==> config.mk <==
export PLATFORM = sky130hd
export DESIGN_NAME = rgpp_ram
export DESIGN_NICKNAME = d
export VERILOG_FILES = /design/src/radar_gate_pulse_pair_defines.svh /design/src/rgpp_ram.sv
export SDC_FILE = /design/constraint.sdc
export NUM_CORES = 1
export LEC_CHECK = 0
export BUFFER_PORTS_ARGS = -buffer_cell sky130_fd_sc_hd__buf_2
export CORE_MARGIN = 3
export CORE_UTILIZATION = 60
export DETAILED_ROUTE_END_ITERATION = 10
export MAX_ROUTING_LAYER = met4
export PLACE_DENSITY = 0.78
export SYNTH_ARGS = -nofsm -noshare
export SYNTH_HDL_FRONTEND = slang
export SYNTH_SLANG_ARGS = --single-unit
==> constraint.sdc <==
create_clock -name clk -period 2.3 [get_ports clk]
set_input_delay 0.115 -clock clk [delete_from_list [all_inputs] [get_ports clk]]
set_output_delay 0.115 -clock clk [all_outputs]
set_load 0.02 [all_outputs]
==> src/radar_gate_pulse_pair_defines.svh <==
// Assertion helpers used by the top-level RTL file.
`ifndef RADAR_GATE_PULSE_PAIR_DEFINES_SVH
`define RADAR_GATE_PULSE_PAIR_DEFINES_SVH

// Same-cycle implication, checked out of reset.
`define RGPP_ASSERT_IMP(lbl, ck, rn, ante, cons) \
	lbl: assert property (@(posedge ck) disable iff (!rn) (ante) |-> (cons)) \
		else $error("rgpp: same-cycle check failed");

// Next-cycle implication, checked out of reset.
`define RGPP_ASSERT_NXT(lbl, ck, rn, ante, cons) \
	lbl: assert property (@(posedge ck) disable iff (!rn) (ante) |=> (cons)) \
		else $error("rgpp: next-cycle check failed");

`endif

==> src/rgpp_ram.sv <==
module rgpp_ram #(
	parameter int WIDTH = 8,
	parameter int DEPTH = 16
) (
	input  logic                     clk,
	input  logic                     re,
	input  logic [$clog2(DEPTH)-1:0] raddr,
	output logic [WIDTH-1:0]         rdata,
	input  logic                     we,
	input  logic [$clog2(DEPTH)-1:0] waddr,
	input  logic [WIDTH-1:0]         wdata
);

	logic [WIDTH-1:0] mem [DEPTH];
	logic [WIDTH-1:0] rdata_q;

	always_ff @(posedge clk) begin
		if (we) mem[waddr] <= wdata;
		if (re) rdata_q <= mem[raddr];
	end

	assign rdata = rdata_q;

endmodule

==> results of run 1 <==
layout make-up:
| type | count | share of cell area, % |
|---|---|---|
| Clock buffer | 17 | 6.60 |
| Tap cell | 105 | 2.09 |
| Sequential cell | 136 | 65.1 |
| Clock inverter | 15 | 3.21 |
| Multi-Input combinational cell | 83 | 16.9 |
| Timing Repair Buffer | 55 | 6.11 |
repair_timing:
action                                  4_1_cts  5_1_grt
endpoints found under the setup margin        0        0
endpoints found under the hold margin       136        0
hold buffers                                  9        0
state kept, by name, indices dropped and copies added (netlist names):
| register | flops |
|---|---|
| mem | 128 |
| rdata | 8 |
synth_stat cells (all sizes together):
master | number | share of area [%]
nand3 | 1 | 0.096
nand3b | 2 | 0.29
edfxtp | 136 | 78
buf | 7 | 1.1
mux4 | 32 | 15
nand2 | 9 | 0.65
and2 | 1 | 0.12
nand2b | 2 | 0.24
nor2b | 1 | 0.12
clkdlybuf4s25 | 3 | 0.57
and2b | 1 | 0.14
or3b | 1 | 0.17
nor3 | 4 | 0.38
a22oi | 16 | 2.3
nor2 | 13 | 0.93
layer usage:
| metal | up-vias | global-route usage [%] | routed length (um) |
|---|---|---|---|
| met1 | 1335 | 35.5 | 4240 |
| met2 | 179 | 36.9 | 5230 |
| met4 | 0 | 10.9 | 354 |
| li1 | 1110 | - | - |
| met3 | 37 | 7.71 | 1210 |
| met5 | - | - | 0 |
stage by stage:
| step | instances | setup WS (ns) | utilization, % |
|---|---|---|---|
| after global routing | 411 | 0.741 | 75.2 |
| after floorplan | 229 | 0.692 | - |
| after detailed placement | 370 | 0.518 | 66.7 |
| after CTS | 411 | 0.781 | 75.2 |
| final | 411 | 0.776 | 75.2 |
| after global placement | 370 | 0.489 | 66.7 |
worst min-delay path, cell delays in order:
cell	delay, ns
buf_2	0.13
nor3_1	0.08
buf_4	0.15
power groups by stage:
stage | combinational (mW) | sequential (mW) | clock, mW
after floorplan | 0.141 | 2.87 | 0
after global placement | 0.259 | 2.86 | 0
after detailed placement | 0.265 | 2.86 | 0
after CTS | 0.281 | 2.81 | 2.82
after global routing | 0.301 | 2.82 | 2.92
final | 0.279 | 2.81 | 2.79
cells by family after synthesis:
| logic type | after synthesis | synth area share [%] |
|---|---|---|
| flops | 136 | 78.1 |
| simple gates | 35 | 3.14 |
| mux | 32 | 14.8 |
| compound gates | 16 | 2.30 |
| buf+inv | 10 | 1.65 |
placed cells by master (no fill, tap or decap), drive strengths merged:
cell type / Yosys / layout
edfxtp: 136 / 136
nand3b: 2 / 2
nand2b: 2 / 2
clkbuf: 0 / 17
nor2: 13 / 13
nor2b: 1 / 1
nand2: 9 / 9
dlygate4sd3: 0 / 9
and2b: 1 / 1
or3b: 1 / 1
inv: 0 / 2
nand3: 1 / 1
nor3: 4 / 4
bufinv: 0 / 4
and2: 1 / 1
buf: 7 / 46
mux4: 32 / 32
clkinvlp: 0 / 2
a22oi: 16 / 16
clkinv: 0 / 7
path summary, 6_finish.rpt:
check,depth (start not counted),slack [ns],startpoint,endpoint
max,3,0.78,mem[9][2],rdata[2]
max reg2reg,3,0.78,mem[9][2],rdata[2]
min reg2reg,3,0.76,mem[15][5],rdata[5]
min,3,0.12,waddr[0],mem[4][1]
==> results.py, run 1 <==
metrics = {
    "power": {
        "switching_share_pct": 20.5,
        "powerDensity_nw_per_um2": 937,
        "sequentialPowerShare_pct": 47.8,
        "p_sw_mw": 1.20,
        "internal_power_mw": 4.67,
        "clkPwrFrac_pct": 47.4,
        "report.power.total_mw": 5.88,
        "ir_drop_mv": 0.695,
        "power.leakage_nw": 2.15,
        "combPwrFrac_pct": 4.7,
    },
    "cts": {
        "numCtsBuffers": 17,
        "path_clk_slew_ns": 0.06,
        "clock_sinks": 136,
        "cts_buffer_depth": 2,
        "cts_tree": "done",
        "ctsResizeCount": 0,
        "htreeDepth": 4,
        "post-cts-setup-buffers": 0,
        "cts_root_buf": "clkbuf_8",
        "clock_latency_ns": 0.53,
    },
    "critical_path": {
        "arrival_ns": 1.80,
        "critPathKind": "reg2reg",
        "required_ns": 2.57,
        "critPathTopFamily": "multiplexers",
        "crit_buf_inv": 0,
        "critPathCaptureType": "flop",
        "start_kind": "flop",
        "crit_chain": "mux4_1 -> a22oi_1 -> nand2_1",
        "crit_fanout": 1,
        "crit_path_max_incr_delay_ns": 0.58,
        "slowest_stage": "mux4_1",
    },
    "timing": {
        "slew_viol_final": 0,
        "finalSetupViolations": 0,
        "hold-worst-slack_ns": 0.124,
        "finalSetupTns_ns": 0,
        "post-route-period-util_pct": 66.3,
        "hold_viol": 0,
        "finalClockSkew_ns": 0.00683,
        "rsz0062_at_grt": "no",
        "period_minus_slack_ns": 1.52,
        "worst_pin_slew_ns": 0.820,
        "slew_headroom_pct": 45.1,
        "fmax_mhz": 656,
    },
    "finish": {
        "fillCellCount": 456,
        "area_growth_pct": 20.0,
        "seq_area_um2": 4080,
        "nets": 312,
        "final_area_um2": 6270,
        "drive_gt1_share_pct": 31.4,
        "multi_input_area_um2": 1060,
        "n_antenna_cell": 0,
    },
    "synth": {
        "synth_nets": 248,
        "yosysWarnings": 0,
        "synth.distinct_cells": 18,
        "seq_area_frac_synth_pct": 78.1,
        "synthCells": 229,
        "ys_ff_latch": 136,
        "syn_avg_cell_area_um2": 22.8,
        "syn-cell-area_um2": 5230,
    },
    "die": {
        "core-area_um2": 8340,
        "dieWidth_um": 99.3,
        "num_rows": 33,
        "die_area_um2": 9870,
        "initial_core_util_pct": 62.7,
        "io_pins": 27,
        "die_y_um": 99.3,
    },
    "detailed_routing": {
        "drcViolationCount": 0,
        "drt-initial-drc-count": 258,
        "num_vias": 2661,
        "wire_per_inst_um": 26.8,
        "ant_nets": 0,
        "totalWireLength_mm": 11.0,
        "drt_pass1_iterations": 5,
        "vias_per_cell": 6.47,
    },
    "global_routing": {
        "grt_first_pass_wirelength_mm": 17.1,
        "grt_pass1_vias": 2739,
        "grt_usage_pct": 25.9,
        "overflow": 0,
        "grt_max_degree": 33,
        "antenna_found_initial": 0,
    },
    "placed_design": {
        "port_buffers": 26,
        "gp_congestion": 0.755,
        "placed_area_um2": 5570,
        "place_hpwl_mm": 6.58,
    },
    "worst_hold_path": {
        "hp-class": "in2reg",
    },
    "flow_run": {
        "maxCapViolations": 0,
    },
    "outcome": {
        "status": "complete, no violations",
    },
}
Note: power is estimated with default switching activity, not from simulation.
==> run 2, diff against run 1 <==
- ABC_AREA: default -> 1
- clock period: 2.3 -> 1.55 ns (I/O delays scaled with it)
==> run 2 against run 1 <==
  * Cell count rose by 81%
  * Utilization fell by 2.0 points
  * First-iteration DRC count rose by 59%
  * Routed wire length rose by 17%
  * Synthesized cell count rose by 140%
  * Clock skew fell by 0.0021 ns
  * Via count rose by 48%
  * Combinational power rose by 92%
  * Sequential share of layout area fell by 5.6 points
  * Non-clock buffer count did not move
  * Sequential power rose by 48%
  * Critical path depth fell by 2
  * Critical path type is now reg2out
  * Critical endpoint is now rdata[0]
  * Highest routed layer unchanged
==> results.py, run 2 <==
metrics = {
    "critical_path": {
        "arrival_ns": 1.12,
        "required_ns": 1.47,
        "worstReg2RegEnd": "rdata[6]",
        "crit_start": "rdata[0]",
        "start_kind": "flop",
        "slowest_stage": "edfxtp_1",
        "crit_fanout": 1,
        "cp.depth": 1,
        "r2r_start": "mem[4][6]",
        "critPathCaptureType": "output pin",
        "crit_buf_inv": 1,
        "reg2reg_depth": 6,
        "crit_path_max_incr_delay_ns": 0.42,
        "crit_chain": "buf_2",
        "critPathKind": "reg2out",
        "crit_path_end": "rdata[0]",
        "critPathTopFamily": "flip-flops",
        "rrSetupSlack_ns": 0.39,
    },
    "timing": {
        "hold_viol": 0,
        "slew_viol_final": 0,
        "timing.final.ws_setup_ns": 0.356,
        "period_minus_slack_ns": 1.19,
        "finalSetupTns_ns": 0,
        "hold-worst-slack_ns": 0.0236,
        "fmax_mhz": 837,
        "worst_pin_slew_ns": 0.636,
        "rsz0062_at_grt": "no",
        "finalClockSkew_ns": 0.00469,
        "finalSetupViolations": 0,
        "post-route-period-util_pct": 77.1,
        "slew_headroom_pct": 57.5,
    },
    "global_routing": {
        "grt_max_degree": 65,
        "antenna_found_initial": 0,
        "grt_first_pass_wirelength_mm": 20.6,
        "grt_pass1_vias": 3970,
        "overflow": 0,
        "grt_usage_pct": 26.1,
    },
    "synth": {
        "seq_area_frac_synth_pct": 69.8,
        "ys_ff_latch": 136,
        "synthCells": 551,
        "synth_top_area_share_pct": 69.8,
        "yosysWarnings": 0,
        "dominantRegCellSynth": "edfxtp_1",
        "synth.distinct_cells": 11,
        "synth-edff-count": 136,
        "synth_area_leaders": "edfxtp_1 (70%), nand2_1 (11%), nand3_1 (8.3%)",
        "yosys-top-cells-count": "nand2_1 (173), edfxtp_1 (136), inv_1 (100)",
        "syn_avg_cell_area_um2": 10.6,
        "synthArstFlopShare_pct": 0,
        "yosys.area.top_type": "edfxtp_1",
        "synth_nets": 570,
        "syn-cell-area_um2": 5850,
        "yosysMostFrequentCell": "nand2_1",
    },
    "cts": {
        "numCtsBuffers": 17,
        "path_clk_slew_ns": 0.06,
        "clock_sinks": 136,
        "cts_root_buf": "clkbuf_8",
        "htreeDepth": 4,
        "cts_buffer_depth": 2,
        "cts_tree": "done",
        "clock_latency_ns": 0.52,
        "ctsResizeCount": 0,
    },
    "placed_design": {
        "place_inst": 703,
        "place_hpwl_mm": 7.51,
        "gp_congestion": 0.918,
        "port_buffers": 26,
        "post-place-ws_ns": 0.225,
        "placed_area_um2": 6150,
    },
    "worst_hold_path": {
        "hp-start": "wdata[2]",
        "hp-class": "in2reg",
    },
    "die": {
        "num_rows": 35,
        "die_y_um": 105,
        "initial_core_util_pct": 62.4,
        "core-area_um2": 9370,
        "die_area_um2": 11000,
        "dieWidth_um": 105,
        "io_pins": 27,
    },
    "finish": {
        "drive_gt1_share_pct": 12.7,
        "fillCellCount": 650,
        "area_growth_pct": 17.2,
        "final_area_um2": 6860,
        "fin_cells": 742,
        "regMostFlops": "mem",
        "mostFrequentLayoutCells": "nand2_1 (173), edfxtp_1 (136), inv_1 (100), nand3_1 (97), buf_2 (26)",
        "n_antenna_cell": 0,
        "largest_reg_flops": 128,
        "layout_commonest_cell": "nand2_1",
        "nets": 620,
        "fin_util_pct": 73.2,
    },
    "detailed_routing": {
        "totalWireLength_mm": 12.9,
        "drt-initial-drc-count": 410,
        "num_vias": 3930,
        "drcViolationCount": 0,
        "vias_per_cell": 5.30,
        "wire_per_inst_um": 17.3,
        "ant_nets": 0,
        "drt_pass1_iterations": 7,
    },
    "power": {
        "power.leakage_nw": 2.99,
        "powerDensity_nw_per_um2": 1300,
        "report.power.total_mw": 8.92,
        "ir_drop_mv": 0.896,
    },
    "outcome": {
        "status": "complete, no violations",
    },
    "flow_run": {
        "maxCapViolations": 0,
    },
}
==> run 2: worst min path at each step <==
stage                       to  slack, ns  cells after the start
floorplan            mem[0][0]       0.18                      0
global placement      rdata[6]       0.45                      1
detailed placement    rdata[6]       0.45                      1
CTS                  mem[3][2]       0.01                      1
global route         mem[3][2]       0.01                      1
finish              mem[11][2]       0.02                      1
==> run 2: power by group <==
group / internal, mW / leakage (nW) / switching, mW / total, mW
clock: 2.76 / 0.302 / 1.45 / 4.21
sequential: 4.14 / 1.24 / 0.0243 / 4.17
combinational: 0.160 / 1.45 / 0.375 / 0.535
total: 7.06 / 2.99 / 1.85 / 8.92
==> run 2: area by class of cell <==
class	count	area, um^2	share of cell area [%]
inverter	102	383	5.58
multi-input combinational	289	1210	17.7
timing repair buffer	55	393	5.73
clock buffer	18	418	6.10
tap	129	161	2.35
sequential	136	4080	59.6
clock inverter	13	203	2.96
==> run 2: metal layers <==
metal | GRT usage (%) | routed length [um] | vias up
met5 | - | 0 | -
met4 | 11.4 | 346 | 0
met3 | 5.56 | 1130 | 28
met2 | 40.8 | 6390 | 202
met1 | 33.3 | 5000 | 1822
li1 | - | - | 1878
==> run 2: logic make-up after synthesis <==
kind of cell	Yosys count	synth area share [%]
DFF	136	69.8
buffers and inverters	126	9.39
and+or+nand+nor	289	20.8
==> run 2: what timing repair did <==
action | CTS | global route
hold endpoints to repair | 120 | 0
hold buffers | 8 | 0
setup buffers | 0 | 0
