## src/radar_gate_pulse_pair_defines.svh

```systemverilog
// Assertion helpers used by the top-level RTL file.
`ifndef RADAR_GATE_PULSE_PAIR_DEFINES_SVH
`define RADAR_GATE_PULSE_PAIR_DEFINES_SVH

// Same-cycle implication, checked out of reset.
`define RGPP_ASSERT_IMP(lbl, ck, rn, ante, cons) \
	lbl: assert property (@(posedge ck) disable iff (!rn) (ante) |-> (cons)) \
		else $error("rgpp: same-cycle check failed");

// Next-cycle implication, checked out of reset.
`define RGPP_ASSERT_NXT(lbl, ck, rn, ante, cons) \
	lbl: assert property (@(posedge ck) disable iff (!rn) (ante) |=> (cons)) \
		else $error("rgpp: next-cycle check failed");

`endif

```

## src/rgpp_pkg.sv

```systemverilog
package rgpp_pkg;

	localparam int GATES       = 500;
	localparam int MAX_PULSES  = 4096;
	localparam int GATE_W      = 9;
	localparam int ADDR_W      = $clog2(GATES);
	localparam int LEN_W       = 8;
	localparam int MAG_W       = 16;
	localparam int SUM_W       = 32;
	localparam int PROD_W      = 2 * MAG_W;
	localparam int ACC_W       = 44;
	localparam int PC_W        = $clog2(MAX_PULSES) + 1;
	localparam int DVD_W       = ACC_W;
	localparam int DVS_W       = 16;
	localparam int CNT_W       = $clog2(DVD_W + 1);
	localparam logic [ACC_W-1:0] ACC_MAX = {ACC_W{1'b1}};

	// N / GATES as (N * N_RECIP) >> N_SHIFT, exact for every 16-bit N
	localparam int N_RECIP     = 67109;
	localparam int N_SHIFT     = 25;
	localparam int N_PROD_W    = 33;

	typedef struct packed {
		logic [MAG_W-1:0] prev_v;
		logic [MAG_W-1:0] prev_h;
		logic [ACC_W-1:0] acc_v;
		logic [ACC_W-1:0] acc_h;
	} mem_word_t;

	localparam int WORD_W = $bits(mem_word_t);

	typedef enum logic [3:0] {
		S_IDLE, S_MAG, S_CHK, S_AVGV, S_AVGH,
		S_MUL, S_ACC, S_RV, S_RH, S_OUT
	} state_t;

endpackage

```

## src/rgpp_mag.sv

```systemverilog
module rgpp_mag (
	input  logic               clk,
	input  logic               arst_n,
	input  logic               start,
	input  logic signed [15:0] i_in,
	input  logic signed [15:0] q_in,
	output logic               done,
	output logic [rgpp_pkg::MAG_W-1:0] mag
);

	logic signed [31:0] sq_i_s1, sq_q_s1;
	logic        load_q, busy_q, done_q;
	logic [31:0] x_q;
	logic [16:0] rem_q;
	logic [15:0] r_q;
	logic [4:0]  cnt_q;
	logic [18:0] rem_n, trial;
	logic        ge;

	assign rem_n = {rem_q, x_q[31:30]};
	assign trial = {1'b0, r_q, 2'b01};
	assign ge    = rem_n >= trial;

	always_ff @(posedge clk) begin
		if (start) begin
			sq_i_s1 <= i_in * i_in;
			sq_q_s1 <= q_in * q_in;
		end
		if (load_q) begin
			x_q   <= 32'(sq_i_s1) + 32'(sq_q_s1);
			rem_q <= '0;
			r_q   <= '0;
		end else if (busy_q) begin
			x_q   <= {x_q[29:0], 2'b00};
			rem_q <= ge ? 17'(rem_n - trial) : 17'(rem_n);
			r_q   <= {r_q[14:0], ge};
		end
	end

	always_ff @(posedge clk or negedge arst_n) begin
		if (!arst_n) begin
			load_q <= 1'b0;
			busy_q <= 1'b0;
			done_q <= 1'b0;
			cnt_q  <= '0;
		end else begin
			load_q <= start;
			done_q <= busy_q && cnt_q == 5'd1;
			if (load_q) begin
				busy_q <= 1'b1;
				cnt_q  <= 5'd16;
			end else if (busy_q) begin
				cnt_q <= cnt_q - 5'd1;
				if (cnt_q == 5'd1) busy_q <= 1'b0;
			end
		end
	end

	assign done = done_q;
	assign mag  = r_q;

endmodule

```

## config.mk

```make
export PLATFORM = sky130hd
export DESIGN_NAME = rgpp_mag
export DESIGN_NICKNAME = d
export VERILOG_FILES = /design/src/radar_gate_pulse_pair_defines.svh /design/src/rgpp_pkg.sv /design/src/rgpp_mag.sv
export SDC_FILE = /design/constraint.sdc
export NUM_CORES = 1
export LEC_CHECK = 0
export ABC_AREA = 1
export BUFFER_PORTS_ARGS = -buffer_cell sky130_fd_sc_hd__buf_2
export CAP_MARGIN = 20
export CORE_ASPECT_RATIO = 0.8
export CORE_MARGIN = 1
export CORE_UTILIZATION = 50
export CTS_CLUSTER_DIAMETER = 60
export DETAILED_ROUTE_END_ITERATION = 16
export PLACE_DENSITY = 0.65
export SLEW_MARGIN = 20
export SYNTH_ARGS = -nofsm -noshare
export SYNTH_HDL_FRONTEND = slang
export SYNTH_SLANG_ARGS = --single-unit
```

## constraint.sdc

```tcl
create_clock -name clk -period 5 [get_ports clk]
set_input_delay 0.75 -clock clk [delete_from_list [all_inputs] [get_ports clk]]
set_output_delay 0.75 -clock clk [all_outputs]
set_load 0.01 [all_outputs]
```

==> out/results.txt, run 1 <==
Status -> finished with violations
Failing checks -> negative setup slack
DRT met1 WL -> 35,300 um
Top layer in use -> met4
Synth top area cells -> fa_1, inv_1, nand2_1
Post-synth EDFFs -> 94
Drt pass-1 iters -> 8
TNS Setup -> -8.12 ns
Worst min path class -> in -> async
Path depth of the worst reg2reg path -> 12
Final setup vio count -> 39
Reg2reg start -> sq_q_s1[3]
Rel. slew slack -> 0.387
CP Capture Type -> flip-flop
Final Wtd Congestion -> 0.973
Congestion Overflow GR -> 0
Count of distinct cell types in the synthesized netlist -> 45
Num rows -> 76
Die area -> 55,300 um^2
Vias in the first global route -> 23,300
Post-Synthesis Cell Area -> 27,200 um^2
CTS tree -> built
Clk buf depth -> 2
Crit path DAT -> 5.55 ns
Fraction of registers with async set/reset -> 0.0593
ANT nets after route -> 0
Detailed Place HPWL -> 58,500 um
Final worst path period share -> 1.07
GRT Util Overall -> 0.265
Number of fill cells in the layout -> 4,385
Fin nets -> 4,643
Worst-path clk slew -> 0.06 ns
Fin crit period -> 5.35 ns
Post-synthesis register bit count -> 135
Clock Skew -> 0.00885 ns
Sequential cell area fraction in the yosys report -> 0.136
Cell accounting for the most synthesized area -> fa_1
Layout cells sized above 1 -> 0.287
Ys Warns -> 0
Worst endpoint required time -> 5.20 ns
Synth top area share -> 0.345
Largest net degree at the start of global routing -> 40
Worst reg2reg endpoint -> x_q[30]
Area of the multi-input gates -> 22,400 um^2
RSZ-0062 raised after global routing -> yes
Later-pin clock latency in the skew report -> 0.44 ns
Mapped Cells -> 3,481
Residual DRC -> 0
Most instantiated library cell after synthesis -> inv_1
Placed cell area -> 31,700 um^2
CTS root buf -> clkbuf_16
Initial Utilization -> 0.506
Final Hold Viols -> 0
Clk sinks -> 135
Worst-Margin Slew -> 0.920 ns
FF/Latch Area -> 3680 um^2
Initial antenna violation count -> 0
Achievable Freq -> 187 MHz
I/O pin count -> 52
Post-Route WL -> 71,500 um
Design Area, Final -> 35,700 um^2
CTS Buf Count -> 17
H-tree levels -> 4
Post-synth top flop -> edfxtp_1
Vias -> 22,900
Core Area -> 53,700 um^2
Syn nets -> 4,214
DRT iter0 DRCs -> 1,688
Crit start category -> primary input
Met2 Routed Length -> 31,400 um
Final WS setup -> -0.349 ns
Die X -> 263 um
Mean Syn Cell Area -> 7.81 um^2
Slew Limit Fails -> 0
Die height -> 211 um
DR WL/cell -> 15.5 um
Critical-path maximum fanout -> 6
Critical setup path kind -> in -> reg
Met3 WL post-DR -> 4270 um
N_diodes -> 0
R2R setup slack -> 2.62 ns
Commonest cells post-synth -> inv_1, nand2_1, fa_1
Area grow syn2layout -> 31.5%
Max Cap Viol -> 0
First-pass GRT wire length -> 118,000 um
Vias/cell -> 4.95
Buffers on Ports -> 51
-- metal layers --
| metal | vias to the layer above | GRT usage |
|---|---|---|
| li1 | 11200 | - |
| met1 | 11100 | 0.408 |
| met3 | 44 | 0.0340 |
| met5 | - | 0 |
| met4 | 0 | 0.0333 |
| met2 | 560 | 0.407 |
-- kinds of logic after synthesis --
| family | Yosys count | synth area share |
|---|---|---|
| and+or+nand+nor | 1295 | 0.196 |
| muxes | 1 | 0.000414 |
| AOI/OAI and AO/OA | 210 | 0.0438 |
| buffers and inverters | 1059 | 0.147 |
| xor gates and xnor gates | 83 | 0.0267 |
| adders and majority gates | 698 | 0.451 |
| DFF | 135 | 0.136 |
-- layout by cell type, fill, tap and decap left out, types with 62 or more instances in the layout --
cell	synthesis	layout
inv_1	975	848
nand2_2	4	89
buf_4	2	351
inv_2	2	108
ha_1	230	176
nor2_1	153	101
nand2_4	0	62
nand3_1	168	140
buf_6	2	68
edfxtp_1	94	94
fa_1	468	415
nand2_1	875	719
-- sequential cells by signal, indices dropped and copies added (netlist names) --
signal and cells:
done 1, x_q 32, load_q 1, cnt_q 5
sq_q_s1 31, mag 16, rem_q 17, busy_q 1
sq_i_s1 31
-- worst max-delay path, cell delays in order --
cell and delay [ns]:
buf_12 0.11, buf_8 0.13, buf_6 0.12, nand2_4 0.05, fa_1 0.51, inv_2 0.05, fa_2 0.59, inv_4 0.07
buf_12 0.13, fa_2 0.58, fa_1 0.43, fa_1 0.46, fa_1 0.49, inv_1 0.06, ha_4 0.29, inv_1 0.07
nor3_4 0.21, and3_1 0.18, nand2_1 0.07, inv_1 0.05, nor2_1 0.04, nand2_1 0.05, nand2_1 0.04
-- cell type report --
type                    instances  share of cell area
clock buffers                  20              0.0140
clock inverters                12             0.00273
inverters                     979               0.105
multi-input cells            2287               0.627
flip-flops and latches        135               0.103
well taps                     702              0.0246
repair buffers                490               0.124
-- metrics by stage --
step,cells,hold slack [ns],setup slack [ns],utilization
floorplan,3481,0.430,-0.651,-
global placement,4515,0.445,-1.02,0.590
detailed placement,4516,0.454,-0.990,0.590
CTS,4588,0.130,-0.368,0.643
global route,4625,0.137,-0.587,0.665
finish,4625,0.146,-0.349,0.665
-- what timing repair did --
| action | 4_1_cts | 5_1_grt |
|---|---|---|
| hold buffers | 0 | 0 |
| gates cloned | 1 | 2 |
| gates resized for setup | 523 | 254 |
| setup buffers | 44 | 37 |
| endpoints found under the setup margin | 46 | 47 |
| pin swaps | 245 | 180 |
-- how the worst max path moves through the flow --
| stage | startpoint | end | slack (ns) |
|---|---|---|---|
| 2_1_floorplan | q_in[3] | sq_q_s1[27] | -0.65 |
| 4_1_cts | q_in[15] | sq_q_s1[31] | -0.37 |
| 3_5_place_dp | i_in[4] | sq_i_s1[29] | -0.99 |
| 5_1_grt | i_in[15] | sq_i_s1[31] | -0.59 |
| 3_3_place_gp | i_in[4] | sq_i_s1[22] | -1.02 |
| 6_report | i_in[15] | sq_i_s1[31] | -0.35 |
Power of run 1 is left out: the tool's default activity adds up to more than one toggle a clock period on the data nets, which glitch-free logic cannot reach.
==> run 2, diff against run 1 <==
Settings changed: CORE_UTILIZATION 50 to 40, PLACE_DENSITY 0.65 to 0.54.
==> run 2 against run 1 <==
  * The run ends with design-rule violations, negative setup slack left
  * Maximum frequency down 0.50%
  * Register-to-register slack worse by 0.08 ns
  * Clock skew up 0.0082 ns
  * Via count down 2.5%
  * Sequential share of layout area down 0.082 points
  * Hold slack worse by 0.017 ns
  * Worst setup slack worse by 0.027 ns
  * Critical endpoint is now sq_q_s1[27]
  * Flip-flop and latch count unchanged
  * Cell area up 0.81%
  * Highest routed layer unchanged
==> out/results.txt, run 2 (synthesis results as in run 1) <==
RSZ-0062 raised after global routing -> yes
Regs by FF count -> x_q x32, sq_i_s1 x31, sq_q_s1 x31
N_diodes -> 0 (unchanged)
Area grow syn2layout -> 32.6%
Clk buf depth -> 2 (unchanged)
Number of fill cells in the layout -> 6,469 (+48%)
Failing checks -> design-rule violations, negative setup slack
Rel. slew slack -> 0.383 (-0.00395)
Detailed Place HPWL -> 59,900 um (+2.5%)
Worst endpoint required time -> 5.19 ns (about the same)
Initial Utilization -> 0.404 (-0.102)
Crit path DAT -> 5.56 ns (about the same)
First-pass GRT wire length -> 118,000 um (+0.73%)
Residual DRC -> 2 (+2)
Drt pass-1 iters -> 11 (+3)
Die X -> 293 um (+12%)
DRT iter0 DRCs -> 1,179 (-30%)
GRT Util Overall -> 0.213 (-0.0519)
Crit start category -> primary input
Initial antenna violation count -> 0 (unchanged)
Worst-Margin Slew -> 0.926 ns (+0.00593 ns)
Die area -> 69,000 um^2 (+25%)
Final Wtd Congestion -> 0.925 (-4.9%)
Final setup vio count -> 39 (unchanged)
Achievable Freq -> 186 MHz (-0.50%)
Final WS setup -> -0.376 ns (-0.0266 ns)
Critical-path maximum fanout -> 6 (unchanged)
Status -> finished with violations
CTS root buf -> clkbuf_16
Congestion Overflow GR -> 0 (unchanged)
I/O pin count -> 52 (unchanged)
Final worst path period share -> 1.08 (+0.00533)
Biggest register -> x_q
Vias/cell -> 4.59 (-7.3%)
Vias -> 22,300 (-2.5%)
CTS tree -> built
Max Cap Viol -> 0 (unchanged)
Fin crit period -> 5.38 ns (+0.0266 ns)
Vias in the first global route -> 22,800 (-2.1%)
DR WL/cell -> 14.4 um (-7.0%)
Final Hold Viols -> 0 (unchanged)
ANT nets after route -> 0 (unchanged)
Commonest non-fill, non-tap cells in the layout -> inv_1, nand2_1, fa_1
Max reg flops -> 32 (unchanged)
Slew Limit Fails -> 0 (unchanged)
Num rows -> 85 (+12%)
Post-Route WL -> 69,900 um (-2.2%)
Non-Filler Instances -> 4,861 (+5.1%)
Largest net degree at the start of global routing -> 42 (+5.0%)
CP Capture Type -> flip-flop
H-tree levels -> 4 (unchanged)
Die height -> 235 um (+12%)
Layout cells sized above 1 -> 0.287 (about the same)
Clock Skew -> 0.0170 ns (+0.00817 ns)
Path depth of the worst reg2reg path -> 11 (-1)
CTS Buf Count -> 17 (unchanged)
Critical setup path kind -> in -> reg
Clk sinks -> 135 (unchanged)
TNS Setup -> -7.63 ns (+0.491 ns)
Later-pin clock latency in the skew report -> 0.45 ns (about the same)
Fin nets -> 4,668 (+0.54%)
Worst min path class -> in -> async
Core Area -> 67,200 um^2 (+25%)
Worst-path clk slew -> 0.07 ns (about the same)
Placed Cells incl. Taps -> 4,763 (+5.5%)
Buffers on Ports -> 51 (unchanged)
Dpl ws -> -1.09 ns (-0.103 ns)
Hold_buf cts -> 0 (unchanged)
Most common cell after layout, fill and taps aside -> inv_1
run 2: changes by cell type in the layout (fill, tap and decap cells not counted), moves of 5 or more:
cell	before	now
clkbuf_16	22	17
buf_12	28	39
nand2_2	89	99
buf_4	351	369
inv_6	10	5
nand2_4	62	56
nand2_8	9	2
run 2: worst paths after layout:
| kind | start | endpoint | slack (ns) |
|---|---|---|---|
| worst max-delay path | q_in[3] | sq_q_s1[27] | -0.38 |
| worst min-delay path | arst_n | cnt_q[1] | 0.13 |
| worst max register to register | sq_i_s1[20] | x_q[31] | 2.54 |
| worst min register to register | rem_q[15] | rem_q[15] | 0.46 |
| max in group asynchronous | arst_n | cnt_q[0] | 4.71 |
| min in group clk | rem_q[15] | rem_q[15] | 0.46 |
run 2: metal layers:
metal,wire [um],part of all wire,global-route usage
met5,0,0,0
met4,367,0.0052,0.0218
met3,2940,0.042,0.0217
met2,29500,0.42,0.312
met1,37100,0.53,0.345
run 2: timing repair:
item	CTS	global route
pin swaps	242	182
gates resized for setup	463	248
setup endpoints to repair	44	45
buffers inserted	39	30
gates cloned	2	0
run 2: stage by stage:
| step | utilization | hold slack [ns] | area [um^2] |
|---|---|---|---|
| after floorplan | - | 0.430 | 28500 |
| after global placement | 0.481 | 0.462 | 32300 |
| after detailed placement | 0.481 | 0.461 | 32300 |
| after CTS | 0.520 | 0.121 | 35000 |
| after global routing | 0.536 | 0.135 | 36000 |
| final | 0.536 | 0.129 | 36000 |
run 2: worst max-delay path, cell delays in order:
cell and delay [ns]:
buf_12 0.12, nand2_2 0.06, inv_2 0.04, fa_2 0.65, fa_2 0.50, buf_12 0.15
buf_4 0.12, fa_1 0.46, fa_1 0.49, fa_1 0.53, inv_2 0.04, fa_1 0.52
inv_2 0.05, ha_4 0.31, nand2_4 0.11, nor3_4 0.19, nand3_1 0.08, or2_1 0.23
nand4_1 0.08, nand2_1 0.06
run 2: layout make-up:
| class | count | area, um^2 | share of cell area |
|---|---|---|---|
| clock buffers | 17 | 425 | 0.0118 |
| clock inverters | 15 | 184 | 0.00510 |
| inverters | 979 | 3720 | 0.103 |
| multi-input cells | 2287 | 22200 | 0.615 |
| flip-flops and latches | 135 | 3680 | 0.102 |
| well taps | 913 | 1140 | 0.0317 |
| repair buffers | 515 | 4700 | 0.131 |
Power of run 2 is left out for the same reason.
