[config.mk]
export PLATFORM = sky130hd
export DESIGN_NAME = rgpp_div
export DESIGN_NICKNAME = d
export VERILOG_FILES = /design/src/radar_gate_pulse_pair_defines.svh /design/src/rgpp_pkg.sv /design/src/rgpp_div.sv
export SDC_FILE = /design/constraint.sdc
export NUM_CORES = 1
export LEC_CHECK = 0
export BUFFER_PORTS_ARGS = -buffer_cell sky130_fd_sc_hd__buf_2
export CAP_MARGIN = 15
export CORE_UTILIZATION = 49
export CTS_CLUSTER_SIZE = 14
export DETAILED_ROUTE_END_ITERATION = 6
export PLACE_DENSITY = 0.77
export SYNTH_ARGS = -nofsm -noshare
export SYNTH_HDL_FRONTEND = slang
export SYNTH_SLANG_ARGS = --single-unit
export TNS_END_PERCENT = 100
[constraint.sdc]
create_clock -name clk -period 2.6 [get_ports clk]
set_input_delay 0.13 -clock clk [delete_from_list [all_inputs] [get_ports clk]]
set_output_delay 0.13 -clock clk [all_outputs]
set_load 0.02 [all_outputs]
[src/radar_gate_pulse_pair_defines.svh]
// Assertion helpers used by the top-level RTL file.
`ifndef RADAR_GATE_PULSE_PAIR_DEFINES_SVH
`define RADAR_GATE_PULSE_PAIR_DEFINES_SVH

// Same-cycle implication, checked out of reset.
`define RGPP_ASSERT_IMP(lbl, ck, rn, ante, cons) \
	lbl: assert property (@(posedge ck) disable iff (!rn) (ante) |-> (cons)) \
		else $error("rgpp: same-cycle check failed");

// Next-cycle implication, checked out of reset.
`define RGPP_ASSERT_NXT(lbl, ck, rn, ante, cons) \
	lbl: assert property (@(posedge ck) disable iff (!rn) (ante) |=> (cons)) \
		else $error("rgpp: next-cycle check failed");

`endif

[src/rgpp_pkg.sv]
package rgpp_pkg;

	localparam int GATES       = 500;
	localparam int MAX_PULSES  = 4096;
	localparam int GATE_W      = 9;
	localparam int ADDR_W      = $clog2(GATES);
	localparam int LEN_W       = 8;
	localparam int MAG_W       = 16;
	localparam int SUM_W       = 32;
	localparam int PROD_W      = 2 * MAG_W;
	localparam int ACC_W       = 44;
	localparam int PC_W        = $clog2(MAX_PULSES) + 1;
	localparam int DVD_W       = ACC_W;
	localparam int DVS_W       = 16;
	localparam int CNT_W       = $clog2(DVD_W + 1);
	localparam logic [ACC_W-1:0] ACC_MAX = {ACC_W{1'b1}};

	// N / GATES as (N * N_RECIP) >> N_SHIFT, exact for every 16-bit N
	localparam int N_RECIP     = 67109;
	localparam int N_SHIFT     = 25;
	localparam int N_PROD_W    = 33;

	typedef struct packed {
		logic [MAG_W-1:0] prev_v;
		logic [MAG_W-1:0] prev_h;
		logic [ACC_W-1:0] acc_v;
		logic [ACC_W-1:0] acc_h;
	} mem_word_t;

	localparam int WORD_W = $bits(mem_word_t);

	typedef enum logic [3:0] {
		S_IDLE, S_MAG, S_CHK, S_AVGV, S_AVGH,
		S_MUL, S_ACC, S_RV, S_RH, S_OUT
	} state_t;

endpackage

[src/rgpp_div.sv]
module rgpp_div (
	input  logic                       clk,
	input  logic                       arst_n,
	input  logic                       start,
	input  logic [rgpp_pkg::DVD_W-1:0] dividend,
	input  logic [rgpp_pkg::DVS_W-1:0] divisor,
	output logic                       done,
	output logic [rgpp_pkg::DVD_W-1:0] quo
);

	logic [rgpp_pkg::DVD_W-1:0] quo_q;
	logic [rgpp_pkg::DVS_W-1:0] rem_q, dvs_q;
	logic [rgpp_pkg::CNT_W-1:0] cnt_q;
	logic                       busy_q, done_q;
	logic [rgpp_pkg::DVS_W:0]   t;
	logic                       ge;

	assign t  = {rem_q, quo_q[rgpp_pkg::DVD_W-1]};
	assign ge = t >= {1'b0, dvs_q};

	always_ff @(posedge clk) begin
		if (start) begin
			quo_q <= dividend;
			rem_q <= '0;
			dvs_q <= divisor;
		end else if (busy_q) begin
			quo_q <= {quo_q[rgpp_pkg::DVD_W-2:0], ge};
			rem_q <= ge ? rgpp_pkg::DVS_W'(t - {1'b0, dvs_q})
			            : rgpp_pkg::DVS_W'(t);
		end
	end

	always_ff @(posedge clk or negedge arst_n) begin
		if (!arst_n) begin
			busy_q <= 1'b0;
			done_q <= 1'b0;
			cnt_q  <= '0;
		end else begin
			done_q <= busy_q && cnt_q == rgpp_pkg::CNT_W'(1);
			if (start) begin
				busy_q <= 1'b1;
				cnt_q  <= rgpp_pkg::CNT_W'(rgpp_pkg::DVD_W);
			end else if (busy_q) begin
				cnt_q <= cnt_q - rgpp_pkg::CNT_W'(1);
				if (cnt_q == rgpp_pkg::CNT_W'(1)) busy_q <= 1'b0;
			end
		end
	end

	assign done = done_q;
	assign quo  = quo_q;

endmodule

==> impl_metrics.ini, run 1 <==
[die]
die_area_um2 = 9390
die_w_um = 96.9
die_h_um = 96.9
core_area_um2 = 8720
start_util = 0.506
io_pins = 108
std_cell_rows = 34

[synth]
yosysTopAreaCell = edfxtp_1
synth_top_area_share = 0.408
yosys_most_used_dff = edfxtp_1
yosysMostFrequentCell = edfxtp_1
avgSynthCellArea_um2 = 11.7
synth_edf_count = 60
seq_area_frac_synth = 0.526
synthArstFlopShare = 0.0952
ys_ff_latch = 84
syn_nets = 458
synth_area_leaders = edfxtp_1 (41%), mux2_2 (11%), dfxtp_1 (7.3%), ha_1 (5.1%), dfrtp_1 (4.5%)
synthTopCellsByCount = edfxtp_1 (60), mux2_2 (44), nand2_1 (29)
synth_cells = 376
syn-cell-area_um2 = 4420
synthDistinctLibCells = 61
ys_warn_count = 0

[grt]
grt_usage = 0.217
grt_pass1_vias = 3366
grt.overflow.total = 0
grt_max_degree = 45
grt_antenna_before_repair = 0
grt_pass1_wl_mm = 16.4

[sta]
clock.fmax_mhz = 403
hold_viol = 0
finalCritPeriodShare = 0.954
fin_worst_skew_ns = 0.0113
drv_slew = 0
finalSetupViolCount = 0
tightest_slew_ns = 0.558
relSlewSlack = 0.624
timing.final.ws_setup_ns = 0.120
timing.hold.ws_ns = 0.0654
fin_crit_ns = 2.48

[setup_path]
worstPathArrival_ns = 2.75
cp-start-kind = register
required_ns = 2.87
path_class = reg -> reg
rrSetupSlack_ns = 0.12
crit_slowest_cell = a221o_1
crit_buf_inv = 2
cpPeakStageDelay_ns = 0.44
path_cells = inv_1, ha_4, a21oi_1, o21ai_1, a221o_1, a211oi_4, buf_4, nand2_1, a311oi_2
end_kind = register
worstPathMaxFanout = 8
cp_top_family = compound AO/OA/AOI/OAI gates

[clock_tree]
numCtsBuffers = 9
max-clock-path-buffers = 2
insertion_delay_ns = 0.36
clk_pin_slew_ns = 0.09
cts_max_level = 3
cts-root-buf = clkbuf_8
cts_tree = yes
cts_sinks = 84

[power_and_ir_drop]
power_w = 0.00465
p_comb_frac = 0.420
ir_drop_mv = 0.448
seq_power_share = 0.395
p_clk_frac = 0.185
switchingPower_w = 0.00175
swShare = 0.377
p_int_w = 0.00290
powerDensity_nw_per_um2 = 835
p_leak_nw = 2.33

[placed_design]
placed_area_um2 = 5060
routabilityCongestion = 0.870
dp_slack_ns = 0.0339
hpwl_mm = 7.05
place_inst = 579
io_buffer_count = 107

[drt]
drtIter0Drc = 185
antenna_left = 0
wl_met1_mm = 4.38
route.met2.wl_mm = 5.01
met3_wirelength_um = 597
top_layer_used = met4
first_pass_iters = 5
totalWireLength_mm = 10.1
routed_via_density = 5.57
via_count = 3436
drc = 0
wire_per_inst_um = 16.4

[cells_and_area]
fin_area_um2 = 5570
fin_cells = 617
fin_nets = 586
synthToLayoutAreaGrowth_pct = 26.2
regArea_um2 = 2320
multi_input_area_um2 = 2050
n_antenna_cell = 0
drive_gt1_frac = 0.401
n_fill_cell = 671

[worst_hold_path]
min_path_type = in -> reg

[run_status]
status = finished, final reports clean

[flow_run]
maxCapViolCount = 0
-- path summary, 6_finish.rpt --
kind	start	to	cells after the start
hold reg to reg	rem_q[15]	rem_q[15]	2
setup reg to reg	dvs_q[8]	rem_q[4]	9
min in group asynchronous	arst_n	busy_q	2
hold / removal	dividend[27]	quo[27]	2
setup / recovery	dvs_q[8]	rem_q[4]	9
max in group asynchronous	arst_n	cnt_q[2]	2
-- logic make-up after synthesis --
family	synth area share
AOI/OAI and AO/OA	0.127
muxes	0.112
buffers and inverters	0.0411
adders and majority gates	0.0555
xor gates and xnor gates	0.0218
and+or+nand+nor	0.116
DFF	0.526
-- repair_timing --
item	4_1_cts	5_1_grt
endpoints found under the hold margin	24	0
endpoints found under the setup margin	0	14
hold buffers	17	0
gates resized for setup	0	22
buffers inserted	0	4
-- layer usage --
metal | vias up | global-route usage
li1 | 1658 | -
met1 | 1664 | 0.289
met2 | 103 | 0.362
met3 | 11 | 0.0383
met4 | 0 | 0.0643
met5 | - | 0
-- through the flow --
stage               TNS (ns)   util
global placement           0  0.580
finish                     0  0.639
CTS                        0  0.619
detailed placement         0  0.580
floorplan                  0      -
global route         -0.0299  0.639
-- layout by cell type, fill, tap and decap left out, types with 3 or more instances in the layout --
| cell type | n |
|---|---|
| a211oi_1 | 4 |
| a21oi_1 | 14 |
| a311oi_2 | 7 |
| a31oi_1 | 3 |
| and3_1 | 5 |
| buf_2 | 106 |
| buf_4 | 12 |
| clkbuf_8 | 9 |
| dfrtp_1 | 8 |
| dfxtp_1 | 15 |
| dlygate4sd3_1 | 17 |
| edfxtp_1 | 60 |
| ha_1 | 9 |
| ha_4 | 8 |
| inv_1 | 24 |
| inv_6 | 3 |
| mux2_2 | 44 |
| nand2_1 | 28 |
| nand2b_1 | 5 |
| nand3_1 | 10 |
| nand4_1 | 5 |
| nor2_1 | 28 |
| nor2b_1 | 3 |
| nor3_1 | 6 |
| o21ai_0 | 9 |
| or3_1 | 6 |
| xnor2_1 | 6 |
| xor2_1 | 5 |
-- power by group through the flow --
stage	logic (W)	clock network, W	registers (W)
after global placement	0.00167	0	0.00183
final	0.00195	0.000858	0.00184
after CTS	0.00174	0.000876	0.00181
after detailed placement	0.00170	0	0.00184
after global routing	0.00212	0.000921	0.00187
after floorplan	0.00121	0	0.00191
-- final cells by class --
type                    instances  area share
flip-flops and latches         84       0.417
clock inverters                 6     0.00831
inverters                      25      0.0168
well taps                     108      0.0243
multi-input cells             249       0.369
repair buffers                135       0.142
clock buffers                  10      0.0229
-- flip-flops by register name, indices dropped and copies added, names as in the netlist --
| name | count |
|---|---|
| quo | 44 |
| dvs_q | 16 |
| rem_q | 16 |
| cnt_q | 6 |
| busy_q | 1 |
| done | 1 |
Note: power is estimated with default switching activity, not from simulation.
==> inputs of run 2 (changes only) <==
CORE_MARGIN = 2   (was default)
CORE_UTILIZATION = 54   (was 49)
PLACE_DENSITY = 0.81   (was 0.77)
REMOVE_ABC_BUFFERS = 1   (was default)
clock period = 2.55 ns   (was 2.6 ns; I/O delays follow)
==> run 2 against run 1 <==
Core utilization grew 7.6 points; clock power grew 22%; cell area grew 0.18%; worst setup slack lost 0.020 ns; via count grew 0.41%; combinational power grew 4%; count of clock-buffer cells in the layout is the same; routed wire length is essentially flat; flip-flop and latch count is the same; power grew 5.8%; largest power group unchanged.
==> impl_metrics.ini, run 2 (synthesis results as in run 1) <==
[worst_hold_path]
min_path_type = in -> reg
min_path_cells = 2
hold_end = quo[28]
worstHoldStart = dividend[28]

[cells_and_area]
fin_nets = 595
n_fill_cell = 561
largest_reg_flops = 44
drive_gt1_frac = 0.398
synthToLayoutAreaGrowth_pct = 26.4
n_antenna_cell = 0
final_cell_mix = buf_2 (106), edfxtp_1 (60), mux2_2 (44), nand2_1 (28), nor2_1 (28)
final_common_cell = buf_2
final_util = 0.715

[clock_tree]
cts_max_level = 3
numCtsBuffers = 9
cts_sinks = 84
cts-root-buf = clkbuf_8
max-clock-path-buffers = 2
clk_pin_slew_ns = 0.09
cts_tree = yes
insertion_delay_ns = 0.35

[sta]
finalSetupViolCount = 0
fin_worst_skew_ns = 0.0121
drv_slew = 0
clock.fmax_mhz = 408
rsz0062_at_grt = true
tightest_slew_ns = 0.566
finalCritPeriodShare = 0.961
relSlewSlack = 0.619
hold_viol = 0
fin_crit_ns = 2.45

[drt]
via_count = 3450
drtIter0Drc = 264
wire_per_inst_um = 16.3
antenna_left = 0
routed_via_density = 5.56
drc = 0
first_pass_iters = 5
totalWireLength_mm = 10.1

[setup_path]
rr_startpoint = dvs_q[8]
end_kind = register
required_ns = 2.81
worstPathMaxFanout = 8
regToRegEndpoint = rem_q[1]
path_class = reg -> reg
cp-start-kind = register
worstPathArrival_ns = 2.71
rrSetupSlack_ns = 0.1
r2r_cells = 9

[power_and_ir_drop]
powerDensity_nw_per_um2 = 881
seq_power_share = 0.376
p_comb_frac = 0.410
p_clk_frac = 0.214
p_int_w = 0.00318
p_leak_nw = 2.41
swShare = 0.354
power_w = 0.00492
switchingPower_w = 0.00174
ir_drop_mv = 0.558

[grt]
grt_antenna_before_repair = 0
grt_pass1_wl_mm = 16.2
grt.overflow.total = 0
grt_usage = 0.234
grt_max_degree = 79
grt_pass1_vias = 3379

[placed_design]
hpwl_mm = 6.93
routabilityCongestion = 0.914
io_buffer_count = 107

[die]
die_area_um2 = 8920
die_h_um = 94.4
start_util = 0.566
std_cell_rows = 32
die_w_um = 94.4
core_area_um2 = 7810
io_pins = 108

[flow_run]
maxCapViolCount = 0

[run_status]
status = finished, final reports clean
run 2: layer usage:
layer | global-route usage | vias to the layer above | part of all wire
li1 | - | 1671 | -
met1 | 0.311 | 1646 | 0.43
met2 | 0.370 | 121 | 0.48
met3 | 0.0846 | 12 | 0.077
met4 | 0.0568 | 0 | 0.011
met5 | 0 | - | 0
run 2: timing repair:
item                                    CTS  global route
hold buffers                             17             0
endpoints found under the setup margin    0             9
buffers inserted                          0             4
hold endpoints to repair                 24             0
gates resized for setup                   0             8
run 2: worst max path at each step:
stage	startpoint	slack [ns]	depth (start not counted)	to
5_1_grt	dvs_q[8]	-0.01	9	rem_q[1]
6_report	dvs_q[8]	0.1	9	rem_q[1]
3_3_place_gp	dvs_q[8]	0.13	7	quo[0]
3_5_place_dp	dvs_q[10]	0.05	9	rem_q[15]
4_1_cts	dvs_q[10]	0.03	9	rem_q[15]
2_1_floorplan	busy_q	-0.25	2	quo[0]
run 2: cell type report:
| class | instances | area [um^2] | area share |
|---|---|---|---|
| Inverter | 25 | 93.8 | 0.0168 |
| Multi-Input combinational cell | 248 | 1940 | 0.348 |
| Clock inverter | 6 | 88.8 | 0.0159 |
| Sequential cell | 84 | 2320 | 0.416 |
| Clock buffer | 10 | 128 | 0.0229 |
| Timing Repair Buffer | 145 | 878 | 0.157 |
| Tap cell | 102 | 128 | 0.0229 |
run 2: per-stage QoR:
stage	hold WS, ns	setup TNS [ns]	cells	area, um^2	setup WS [ns]
final	0.0685	0	620	5580	0.0999
after global routing	0.0540	-0.0177	620	5580	-0.0147
after CTS	0.0586	0	616	5520	0.0279
after detailed placement	-0.0172	0	583	5140	0.0476
after global placement	-0.0254	0	583	5140	0.128
after floorplan	-0.168	-11.04	357	4330	-0.251
run 2: worst max-delay path, stage by stage, from the launching register on:
cell      delay (ns)
edfxtp_1        0.34
inv_1           0.04
ha_1            0.37
nand4_1         0.16
or3_4           0.41
a211oi_4        0.27
a211oi_4        0.10
buf_4           0.18
or4_1           0.40
o311ai_1        0.09
run 2: power by group through the flow:
stage          sequential, W  clock (W)  combinational (W)
3_5_place_dp         0.00187          0            0.00185
2_1_floorplan        0.00194          0            0.00116
5_1_grt              0.00187    0.00113            0.00221
6_report             0.00185    0.00105            0.00202
3_3_place_gp         0.00186          0            0.00182
4_1_cts              0.00184    0.00106            0.00188
==> inputs of run 3 (changes only) <==
CORE_UTILIZATION = 55   (was 54)
CTS_BUF_LIST = sky130_fd_sc_hd__clkbuf_2   (was default)
PLACE_DENSITY = 0.82   (was 0.81)
==> run 3 against run 2 <==
Combinational power grew 16%; clock skew grew 0.069 ns; worst setup slack lost 0.051 ns; maximum frequency shrank 2.0%; die area shrank 1.7%; sequential share of layout area shrank 3.6 points; routed wire length grew 38%; global-route usage grew 7.2 points; register-to-register slack lost 0.05 ns; first-iteration DRC count grew 34%; non-clock buffer count grew 52; largest cell class unchanged.
==> impl_metrics.ini, run 3 (synthesis results as in run 1) <==
[cells_and_area]
largest_reg_flops = 44
drive_gt1_frac = 0.402
n_fill_cell = 456
fin_area_um2 = 6100
final_cell_mix = buf_2 (106), dlygate4sd3_1 (63), edfxtp_1 (60), mux2_2 (44), nor2_1 (28)
final_common_cell = buf_2
synthToLayoutAreaGrowth_pct = 38.2
n_antenna_cell = 0
fin_nets = 647
final_util = 0.786

[setup_path]
r2r_cells = 9
end_kind = register
cp-start-kind = register
crit_slowest_cell = a211oi_4
path_depth = 9
path_class = reg -> reg
crit_top_cell = nand2_2
worstPathArrival_ns = 2.96
cpPeakStageDelay_ns = 0.52
crit_buf_inv = 2
worstPathMaxFanout = 8
path_cells = inv_1, ha_2, nand2_2, o21ai_1, a221o_1, a211oi_4, buf_6, nand2_2, a311oi_2
required_ns = 3.01
cp_top_family = compound AO/OA/AOI/OAI gates

[placed_design]
dp_slack_ns = 0.0122
placed_area_um2 = 5120
hpwl_mm = 7.32
io_buffer_count = 107
routabilityCongestion = 0.927

[flow_run]
maxCapViolCount = 0

[drt]
totalWireLength_mm = 14.0
route.met2.wl_mm = 6.82
wire_per_inst_um = 20.8
drtIter0Drc = 353
drc = 0
first_pass_iters = 5
wl_met1_mm = 5.44
routed_via_density = 5.99
via_count = 4024
met3_wirelength_mm = 1.27
antenna_left = 0
top_layer_used = met4

[grt]
grt.overflow.total = 0
grt_antenna_before_repair = 0
grt_usage = 0.306
grt_pass1_vias = 3916
grt_pass1_wl_mm = 20.3
grt_max_degree = 52

[sta]
clock.fmax_mhz = 400
fin_crit_ns = 2.50
drv_slew = 0
rsz0062_at_grt = true
hold_viol = 0
fin_worst_skew_ns = 0.0815
timing.final.ws_setup_ns = 0.0490
finalSetupViolCount = 0
finalCritPeriodShare = 0.981
tightest_slew_ns = 0.663
timing.hold.ws_ns = 0.219
tns_ns = 0
relSlewSlack = 0.558

[clock_tree]
insertion_delay_ns = 0.60
cts_max_level = 3
max-clock-path-buffers = 2
cts-root-buf = clkbuf_2
cts_sinks = 84
cts_tree = yes
clk_pin_slew_ns = 0.33
numCtsBuffers = 9

[die]
die_area_um2 = 8760
core_area_um2 = 7770
die_h_um = 93.6
std_cell_rows = 32
die_w_um = 93.6
start_util = 0.568
io_pins = 108

[worst_hold_path]
min_path_type = in -> reg
min_path_cells = 2

[power_and_ir_drop]
ir_drop_mv = 0.680
powerDensity_nw_per_um2 = 822
p_leak_nw = 2.59

[run_status]
status = finished, final reports clean
[run 3: cell types whose count changed in the layout (fill, tap and decap cells not counted), moves of 2 or more]
cell | before | now
ha_1 | 17 | 12
ha_4 | 0 | 5
clkbuf_8 | 9 | 0
inv_2 | 0 | 2
clkbuf_2 | 0 | 10
a21oi_1 | 13 | 9
nand2_1 | 28 | 25
buf_4 | 21 | 26
buf_6 | 0 | 2
a21oi_2 | 1 | 4
inv_1 | 24 | 22
nand2_2 | 1 | 4
dlygate4sd3_1 | 17 | 63
[run 3: final cells by class]
cell class,instances,area [um^2],area share
Clock buffer,10,50.0,0.00820
Clock inverter,6,71.3,0.0117
Inverter,25,93.8,0.0154
Multi-Input combinational cell,248,2060,0.337
Sequential cell,84,2320,0.380
Tap cell,102,128,0.0209
Timing Repair Buffer,197,1380,0.226
[run 3: metrics by stage]
stage	instances	total power, W
2_1_floorplan	357	0.00310
4_1_cts	662	0.00455
5_1_grt	672	0.00527
6_report	672	0.00502
3_5_place_dp	583	0.00373
3_3_place_gp	583	0.00367
[run 3: path summary, 6_finish.rpt]
| check | to | slack (ns) | startpoint |
|---|---|---|---|
| max in group asynchronous | busy_q | 1.66 | arst_n |
| hold / removal | dvs_q[3] | 0.22 | divisor[3] |
| setup reg to reg | rem_q[5] | 0.05 | dvs_q[7] |
| hold reg to reg | rem_q[15] | 0.50 | rem_q[15] |
| setup / recovery | rem_q[5] | 0.05 | dvs_q[7] |
| min in group asynchronous | cnt_q[4] | 0.57 | arst_n |
[run 3: layer usage]
| layer | vias up | track usage |
|---|---|---|
| met2 | 260 | 0.500 |
| li1 | 1773 | - |
| met1 | 1949 | 0.389 |
| met3 | 42 | 0.0935 |
| met5 | - | 0 |
| met4 | 0 | 0.104 |
[run 3: what timing repair did]
item	4_1_cts	5_1_grt
setup buffers	0	10
pin swaps	2	11
endpoints found under the setup margin	5	16
resized for setup	3	28
hold buffers	63	0
endpoints found under the hold margin	72	0
[run 3: power by group]
part	switching, W	total [W]	internal, W	leakage [nW]
logic	0.00126	0.00235	0.00110	1.68
clock network	0.000535	0.000774	0.000238	0.0691
registers	0.000192	0.00189	0.00170	0.846
total	0.00198	0.00502	0.00303	2.59
[run 3: worst reg2reg max path, stage by stage, from the launching register on]
cell and delay [ns]:
edfxtp_1 0.43, inv_1 0.06, ha_2 0.29, nand2_2 0.08
o21ai_1 0.07, a221o_1 0.42, a211oi_4 0.52, buf_6 0.21
nand2_2 0.06, a311oi_2 0.25
